### config.mk
export PLATFORM = sky130hd
export DESIGN_NAME = fcbe_mod
export DESIGN_NICKNAME = d
export VERILOG_FILES = /design/src/design/fcbe_pkg.sv /design/src/design/fcbe_mod.sv
export SDC_FILE = /design/constraint.sdc
export NUM_CORES = 1
export LEC_CHECK = 0
export BUFFER_PORTS_ARGS = -buffer_cell sky130_fd_sc_hd__buf_2
export CAP_MARGIN = 10
export CELL_PAD_IN_SITES_DETAIL_PLACEMENT = 1
export CELL_PAD_IN_SITES_GLOBAL_PLACEMENT = 1
export CORE_AREA = 2 2 54 56
export CTS_CLUSTER_DIAMETER = 60
export DETAILED_ROUTE_END_ITERATION = 8
export DIE_AREA = 0 0 56 58
export PLACE_DENSITY_LB_ADDON = 0.15
export REMOVE_ABC_BUFFERS = 1
export SETUP_SLACK_MARGIN = 0.05
export SKIP_CTS_REPAIR_TIMING = 1
export SKIP_LAST_GASP = 1
export SLEW_MARGIN = 40
export SYNTH_ARGS = -nofsm -noshare
export SYNTH_HDL_FRONTEND = slang
export SYNTH_SLANG_ARGS = --single-unit
### constraint.sdc
create_clock -name clk -period 2.3 [get_ports clk]
set_input_delay 0 -clock clk [delete_from_list [all_inputs] [get_ports clk]]
set_output_delay 0 -clock clk [all_outputs]
set_load 0.005 [all_outputs]
### src/design/fcbe_pkg.sv
// Shared types and constants of the flow counter bucket cache.
package fcbe_pkg;

  localparam int BUCKETS_DEF = 1024;
  localparam int WAYS        = 16;
  localparam int SLOT_W      = 4;
  localparam int KEY_W       = 32;
  localparam int CNT_W       = 32;
  localparam int FILL_W      = 5;
  localparam int OUT_W       = 40;

  localparam logic [31:0] LRU_LIMIT = 32'h4000_0000;

  localparam logic [1:0] OUT_HIT    = 2'd0;
  localparam logic [1:0] OUT_INSERT = 2'd1;
  localparam logic [1:0] OUT_EVICT  = 2'd2;

  typedef enum logic [2:0] {
    ST_CLEAR,
    ST_IDLE,
    ST_MOD,
    ST_SCAN,
    ST_WRITE
  } fcbe_state_t;

  typedef struct packed {
    logic [KEY_W-1:0] key;
    logic [CNT_W-1:0] cnt;
    logic [CNT_W-1:0] stamp;
  } slot_ent_t;

endpackage

### src/design/fcbe_mod.sv
// Bucket remainder unit: flow id modulo the bucket count by reciprocal multiplication.
module fcbe_mod #(
  parameter int BUCKETS = fcbe_pkg::BUCKETS_DEF
) (
  input  logic                 clk,
  input  logic                 rst_n,
  input  logic                 start,
  input  logic [31:0]          dividend,
  output logic                 done,
  output logic [((BUCKETS > 1) ? $clog2(BUCKETS) : 1)-1:0] rem
);

  localparam int BW = (BUCKETS > 1) ? $clog2(BUCKETS) : 1;
  localparam int L  = $clog2(BUCKETS);
  localparam logic [BW:0] BUCKETS_C = (BW + 1)'(BUCKETS);
  // ceil(2^(32+L) / BUCKETS) lies in [2^32, 2^33); only the low word is multiplied
  localparam longint unsigned RECIP =
    ((64'd1 << (32 + L)) + 64'(BUCKETS) - 64'd1) / 64'(BUCKETS);
  localparam logic [31:0] M_LO = 32'(RECIP - 64'h1_0000_0000);

  logic          busy_r;
  logic          done_r;
  logic [1:0]    step_r;
  logic [31:0]   x_r;
  logic [63:0]   p_r;
  logic [31:0]   q_r;
  logic [BW-1:0] rem_r;
  logic [32:0]   q_sum;
  logic [2*BW:0] qd;

  // quotient = (x + hi(x * M_LO)) >> L, exact for every 32-bit x
  assign q_sum = {1'b0, x_r} + {1'b0, p_r[63:32]};
  assign qd    = q_r[BW-1:0] * BUCKETS_C;

  always_ff @(posedge clk) begin
    if (!rst_n) begin
      busy_r <= 1'b0;
      done_r <= 1'b0;
      step_r <= '0;
    end else begin
      done_r <= busy_r && (step_r == 2'd2);
      if (start) begin
        busy_r <= 1'b1;
        step_r <= '0;
      end else if (busy_r) begin
        step_r <= step_r + 2'd1;
        if (step_r == 2'd2) busy_r <= 1'b0;
      end
    end
  end

  always_ff @(posedge clk) begin
    if (start) begin
      x_r <= dividend;
    end else if (busy_r) begin
      case (step_r)
        2'd0: begin
          p_r <= x_r * M_LO;
        end
        2'd1: begin
          q_r <= 32'(q_sum >> L);
        end
        2'd2: begin
          rem_r <= x_r[BW-1:0] - qd[BW-1:0];
        end
        default: begin
        end
      endcase
    end
  end

  assign done = done_r;
  assign rem  = rem_r;

endmodule

==> impl_metrics.py, run 1 <==
metrics = {
    "synth": {
        "netlist-cell-type-count": 12,
        "yosysWarnings": 0,
        "synthCells": 36,
        "synth_common_cells": "edfxtp_1, dfxtp_1, nor2_1",
        "postSynthAreaPerCell_um2": 21.2,
        "synth_area_leader_cell": "edfxtp_1",
        "synth.most_common_cell": "edfxtp_1",
        "synthFlopType": "edfxtp_1",
        "synth-seq-cells": 24,
        "async_reset_ff_share_pct": 0,
        "synth_top_area_share_pct": 78.7,
        "seq_area_frac_synth_pct": 89.2,
        "synth_enable_flop_cells": 20,
        "synth.cell_area_um2": 763,
        "synthTopCellsByArea": "edfxtp_1, dfxtp_1, nand2b_4, ha_1, nor2_1",
    },
    "sta": {
        "period_share_pct": 53.1,
        "tightest_slew_ps": 286,
        "slew_violations": 0,
        "finalHoldViolCount": 0,
        "fin_tns_setup_ps": 0,
        "finalSetupViolCount": 0,
        "layout_min_cycle_time_ps": 1220,
        "rsz0062_at_grt": "false",
        "final.setup_skew_ps": 16.0,
        "timing.fmax_ghz": 0.819,
        "layout_setup_ws_ps": 1080,
        "hold_slack_ps": 83.4,
        "timing.slew.headroom_pct": 80.9,
    },
    "final_layout": {
        "nets": 112,
        "diodes": 0,
        "drive_gt1_share_pct": 38.7,
        "final-instance-count-excl-fill": 106,
        "syn_to_final_growth_pct": 39.0,
    },
    "critical_path": {
        "cp_slowest_cell": "dfxtp_1",
        "cp-end-kind": "flip-flop",
        "cp.required_ps": 2310,
        "cp_cell_sequence": "inv_1 > ha_1 > nand2_1 > nor2_1 > buf_4",
        "critPathKind": "flip-flop to flip-flop",
        "critPathLaunchType": "flip-flop",
        "cp_max_fo": 10,
        "arrival_ps": 1230,
        "max_stage_delay_ps": 340,
    },
    "power_and_ir_drop": {
        "p_int_mw": 0.585,
        "combinationalPowerShare_pct": 5.8,
        "clkPwrFrac_pct": 25.0,
        "p_per_area_mw_per_mm2": 677,
        "leakagePower_nw": 0.413,
        "ir_worst_vdd_uv": 282,
        "p_sw_share_pct": 18.6,
        "p_switching_mw": 0.133,
        "finalPower_mw": 0.718,
        "seqPwrFrac_pct": 69.2,
    },
    "placement": {
        "dp_cells": 91,
        "pre_cts_ws_ps": 1100,
        "place.gp.congestion": 0.613,
        "io_buffers": 23,
    },
    "die": {
        "start_util_pct": 28.7,
        "io_pins": 46,
        "die_area_mm2": 0.00325,
        "row_count": 19,
        "die_w_um": 56,
        "die_h_um": 58,
        "coreArea_mm2": 0.00266,
    },
    "route": {
        "drtAntennaViolNets": 0,
        "routedWlPerCell_um": 12.1,
        "drt_first_pass_iters": 4,
        "vias_per_cell": 4.02,
        "drtIter0Drc": 12,
        "num_vias": 426,
        "drt-total-wl_um": 1280,
        "drc": 0,
    },
    "run_status": {
        "run_status": "finished clean",
    },
    "global_routing": {
        "grt.overflow.total": 0,
        "grtUsageTotal_pct": 7.59,
        "grt_pass1_vias": 346,
        "grt_pass1_wl_um": 1720,
        "grt_max_degree": 14,
        "antenna_found_initial": 0,
    },
    "clocking": {
        "cts_tree": "done",
        "htreeDepth": 1,
        "clock_latency_ps": 300,
        "numCtsBuffers": 3,
        "clkTransAtPathRegs_ps": 130,
        "cts-root-buf": "clkbuf_4",
        "cts_sinks": 24,
        "cts_buffer_depth": 2,
    },
    "run": {
        "maxCapViolCount": 0,
    },
    "hold_path": {
        "hold_path_class": "primary input to flip-flop",
    },
}
-- final timing paths --
path	from	to	slack (ps)	cells past startpoint
min	start	x_r[1]$_DFFE_PP_	80	1
max	step_r[0]$_SDFFE_PP0P_	rem[2]$_DFFE_PP_	1080	5
max reg2reg	step_r[0]$_SDFFE_PP0P_	rem[2]$_DFFE_PP_	1080	5
min reg2reg	x_r[4]$_DFFE_PP_	rem[4]$_DFFE_PP_	430	0
-- per-stage QoR --
step | cell area [um^2] | util, %
detailed placement | 925 | 34.7
global route | 1060 | 39.8
finish | 1060 | 39.8
floorplan | 763 | -
global placement | 925 | 34.7
CTS | 951 | 35.7
-- cell type report --
class                           instances  area [um^2]
Clock buffer                            4         26.3
Fill cell                             292         1600
Inverter                                1         3.75
Multi-Input combinational cell         11         78.8
Sequential cell                        24          681
Tap cell                               31         38.8
Timing Repair Buffer                   35          233
-- state kept, by name (all words and copies together), names as in the netlist --
register,count
x_r,10
done,1
busy_r,1
rem,10
step_r,2
-- per-layer routing --
layer  up-vias  global-route usage (%)  part of all wire, %
met1       204                    8.05                   35
met4         0                    6.12                 0.70
li1        211                       -                    -
met5         -                       0                    0
met3         2                    2.01                  4.5
met2         9                    12.8                   59
-- logic make-up after synthesis --
family / synth area share (%)
buffers and inverters: 0.491
AND/OR/NAND/NOR: 5.57
adder cells (fa/ha/maj): 1.64
AO/OA/AOI/OAI: 1.97
XOR/XNOR: 1.15
flip-flops: 89.2
-- cell usage in the layout, fill, tap and decap left out, types with 3 or more instances in the layout --
cell,synthesis,layout
buf_2,0,23
clkbuf_4,0,3
nor2_1,3,3
edfxtp_1,20,20
dlygate4sd3_1,0,11
dfxtp_1,4,4
-- power by group through the flow --
| stage | Clock, mW | Sequential (mW) | Combinational (mW) |
|---|---|---|---|
| 2_1_floorplan | 0 | 0.506 | 0.00899 |
| 3_3_place_gp | 0 | 0.507 | 0.0258 |
| 3_5_place_dp | 0 | 0.508 | 0.0273 |
| 4_1_cts | 0.193 | 0.498 | 0.0274 |
| 5_1_grt | 0.203 | 0.499 | 0.0458 |
| 6_report | 0.179 | 0.497 | 0.0416 |
-- critical path, delay by kind of cell (launching register included) --
family                     cells  cell delay (ps)
buffers and inverters          2              250
DFF                            1              340
and+or+nand+nor                2              140
adders and majority gates      1              180
(Power assumes the default switching activity.)
==> run 2, diff against run 1 <==
--- a/config.mk
+++ b/config.mk
@@ -5,14 +5,15 @@
 export SDC_FILE = /design/constraint.sdc
 export NUM_CORES = 1
 export LEC_CHECK = 0
+export ABC_AREA = 1
 export BUFFER_PORTS_ARGS = -buffer_cell sky130_fd_sc_hd__buf_2
 export CAP_MARGIN = 10
 export CELL_PAD_IN_SITES_DETAIL_PLACEMENT = 1
 export CELL_PAD_IN_SITES_GLOBAL_PLACEMENT = 1
-export CORE_AREA = 2 2 54 56
+export CORE_AREA = 2 2 56 58
 export CTS_CLUSTER_DIAMETER = 60
 export DETAILED_ROUTE_END_ITERATION = 8
-export DIE_AREA = 0 0 56 58
+export DIE_AREA = 0 0 58 60
 export PLACE_DENSITY_LB_ADDON = 0.15
 export REMOVE_ABC_BUFFERS = 1
 export SETUP_SLACK_MARGIN = 0.05
==> constraint.sdc (replaced) <==
create_clock -name clk -period 1.1 [get_ports clk]
set_input_delay 0 -clock clk [delete_from_list [all_inputs] [get_ports clk]]
set_output_delay 0 -clock clk [all_outputs]
set_load 0.005 [all_outputs]
==> run 2 against run 1 <==
The flow now finishes with violations (setup timing). Register-to-register slack worse by 1100 ps. First-iteration DRC count down 92%. Worst setup slack got worse by 1100 ps. Non-clock buffer count up 4. Synthesized cell count rose by 17%. Power rose by 110%. Clock skew shrank 15 ps. Combinational power rose to 2.5 times the previous value. Area after synthesis increased by 1.5%. Largest power group unchanged. Highest routed layer unchanged.
==> impl_metrics.py, run 2 <==
metrics = {
    "run_status": {
        "run_status": "finished, violations left",
        "violations": "setup timing",
    },
    "critical_path": {
        "rrSetupSlack_ps": -40,
        "critPathKind": "flip-flop to flip-flop",
        "cp-end-kind": "flip-flop",
        "cp.required_ps": 1120,
        "cp_max_fo": 7,
        "critPathLaunchType": "flip-flop",
        "arrival_ps": 1160,
    },
    "route": {
        "drtAntennaViolNets": 0,
        "routedWlPerCell_um": 10.1,
        "vias_per_cell": 3.98,
        "drt_first_pass_iters": 3,
        "drc": 0,
        "num_vias": 470,
        "drt-total-wl_um": 1190,
        "drtIter0Drc": 1,
    },
    "clocking": {
        "cts-root-buf": "clkbuf_4",
        "numCtsBuffers": 3,
        "htreeDepth": 1,
        "cts_tree": "done",
        "cts_buffer_depth": 2,
        "clkTransAtPathRegs_ps": 120,
        "cts_sinks": 24,
        "clock_latency_ps": 290,
    },
    "final_layout": {
        "syn_to_final_growth_pct": 45.7,
        "final-instance-count-excl-fill": 118,
        "seq_area_um2": 682,
        "drive_gt1_share_pct": 45.9,
        "nets": 122,
        "nFillCells": 313,
        "final_cell_mix": "buf_2, edfxtp_1, dlygate4sd3_1",
        "multi_input_area_um2": 93.8,
        "fin_area_mm2": 0.00113,
        "layout_commonest_cell": "buf_2",
        "utilization_pct": 38.9,
        "diodes": 0,
    },
    "synth": {
        "synthTopCellsByArea": "edfxtp_1, dfxtp_1, nand2_1, nor3_2, inv_1",
        "netlist-cell-type-count": 11,
        "async_reset_ff_share_pct": 0,
        "synth_simple_gate_area_share_pct": 6.79,
        "synth_enable_flop_cells": 20,
        "synthAdderAreaFrac_pct": 1.62,
        "synth_top_area_share_pct": 77.5,
        "synthMuxAreaShare_pct": 0,
        "synth.most_common_cell": "edfxtp_1",
        "synth_top_family_by_area": "simple AND/OR/NAND/NOR gates",
        "synthFlopType": "edfxtp_1",
        "yosysWarnings": 0,
        "seq_area_frac_synth_pct": 87.9,
        "synth_common_cells": "edfxtp_1, nand2_1, dfxtp_1, inv_1, nor3_2",
        "synth_area_leader_cell": "edfxtp_1",
        "synth-seq-cells": 24,
        "postSynthAreaPerCell_um2": 18.4,
        "synth-compound-area-share_pct": 1.29,
        "synth.cell_area_um2": 774,
        "synthCells": 42,
        "synth_xor_area_share_pct": 0,
    },
    "sta": {
        "period_share_pct": 104,
        "layout_setup_ws_ps": -38.6,
        "final.setup_skew_ps": 1.13,
        "timing.fmax_ghz": 0.878,
        "tightest_slew_ps": 165,
        "slew_violations": 0,
        "timing.slew.headroom_pct": 89.0,
        "hold_slack_ps": 163,
        "rsz0062_at_grt": "true",
        "layout_min_cycle_time_ps": 1140,
        "finalHoldViolCount": 0,
        "finalSetupViolCount": 10,
    },
    "power_and_ir_drop": {
        "p_per_area_mw_per_mm2": 1330,
        "clkPwrFrac_pct": 23.9,
        "leakagePower_nw": 0.452,
        "finalPower_mw": 1.50,
        "p_sw_share_pct": 18.8,
        "p_int_mw": 1.22,
        "p_switching_mw": 0.283,
        "combinationalPowerShare_pct": 7.0,
        "seqPwrFrac_pct": 69.1,
        "ir_worst_vdd_uv": 980,
    },
    "global_routing": {
        "grtUsageTotal_pct": 6.84,
        "antenna_found_initial": 0,
        "grt.overflow.total": 0,
        "grt_pass1_wl_um": 1680,
        "grt_pass1_vias": 396,
        "grt_max_degree": 14,
    },
    "die": {
        "coreArea_mm2": 0.00290,
        "io_pins": 46,
        "die_h_um": 60,
        "start_util_pct": 26.7,
        "die_w_um": 58,
        "die_area_mm2": 0.00348,
        "row_count": 20,
    },
    "placement": {
        "dp_cells": 103,
        "post-dp-hpwl_um": 876,
        "place.gp.congestion": 0.695,
        "io_buffers": 23,
        "place_area_um2": 968,
    },
    "run": {
        "maxCapViolCount": 0,
    },
    "hold_path": {
        "hold_path_class": "primary input to flip-flop",
    },
}
## run 2: cells by family (layout without fill, tap and decap cells)
kind of cell	after synthesis	count (layout)
AO/OA/AOI/OAI	2	2
AND/OR/NAND/NOR	10	10
buffers and inverters	5	48
flip-flops	24	24
adder cells (fa/ha/maj)	1	1
## run 2: power by group through the flow
stage                     logic (mW)  registers, mW  clock network (mW)
after CTS                     0.0717           1.04               0.390
after detailed placement      0.0714           1.06                   0
after floorplan               0.0223           1.06                   0
after global placement        0.0704           1.06                   0
after global routing           0.117           1.04               0.428
final                          0.105           1.04               0.359
## run 2: worst max-delay path: stages, from the launching register on
cell and delay, ps:
dfxtp_2 340, inv_2 70, ha_4 130, inv_2 40, nor3_4 140, buf_6 160
## run 2: layout make-up
class	instances	share of cell area (%)
repair buffers	39	23.6
flip-flops and latches	24	60.4
clock inverters	1	0.333
multi-input cells	13	8.31
inverters	5	1.66
well taps	33	3.66
clock buffers	3	2.00
## run 2: worst paths after layout
| path | cells after the start | end | start |
|---|---|---|---|
| hold reg to reg | 0 | rem[9]$_DFFE_PP_ | x_r[9]$_DFFE_PP_ |
| hold / removal | 3 | rem[2]$_DFFE_PP_ | start |
| setup / recovery | 5 | rem[7]$_DFFE_PP_ | step_r[0]$_SDFFE_PP0P_ |
| setup reg to reg | 5 | rem[7]$_DFFE_PP_ | step_r[0]$_SDFFE_PP0P_ |
## run 2: per-stage QoR
step,worst slack [ps],TNS (ps)
after floorplan,-258,-2580
after global placement,-46.7,-381
after detailed placement,-118,-1030
after CTS,-133,-1170
after global routing,-101,-958
final,-38.6,-360
## run 2: metal layers
metal	global-route usage [%]	share of wire, %	routed length (um)
met1	7.07	42	503
met2	11.7	51	601
met3	2.81	5.6	67
met4	3.99	1.1	13
met5	0	0	0
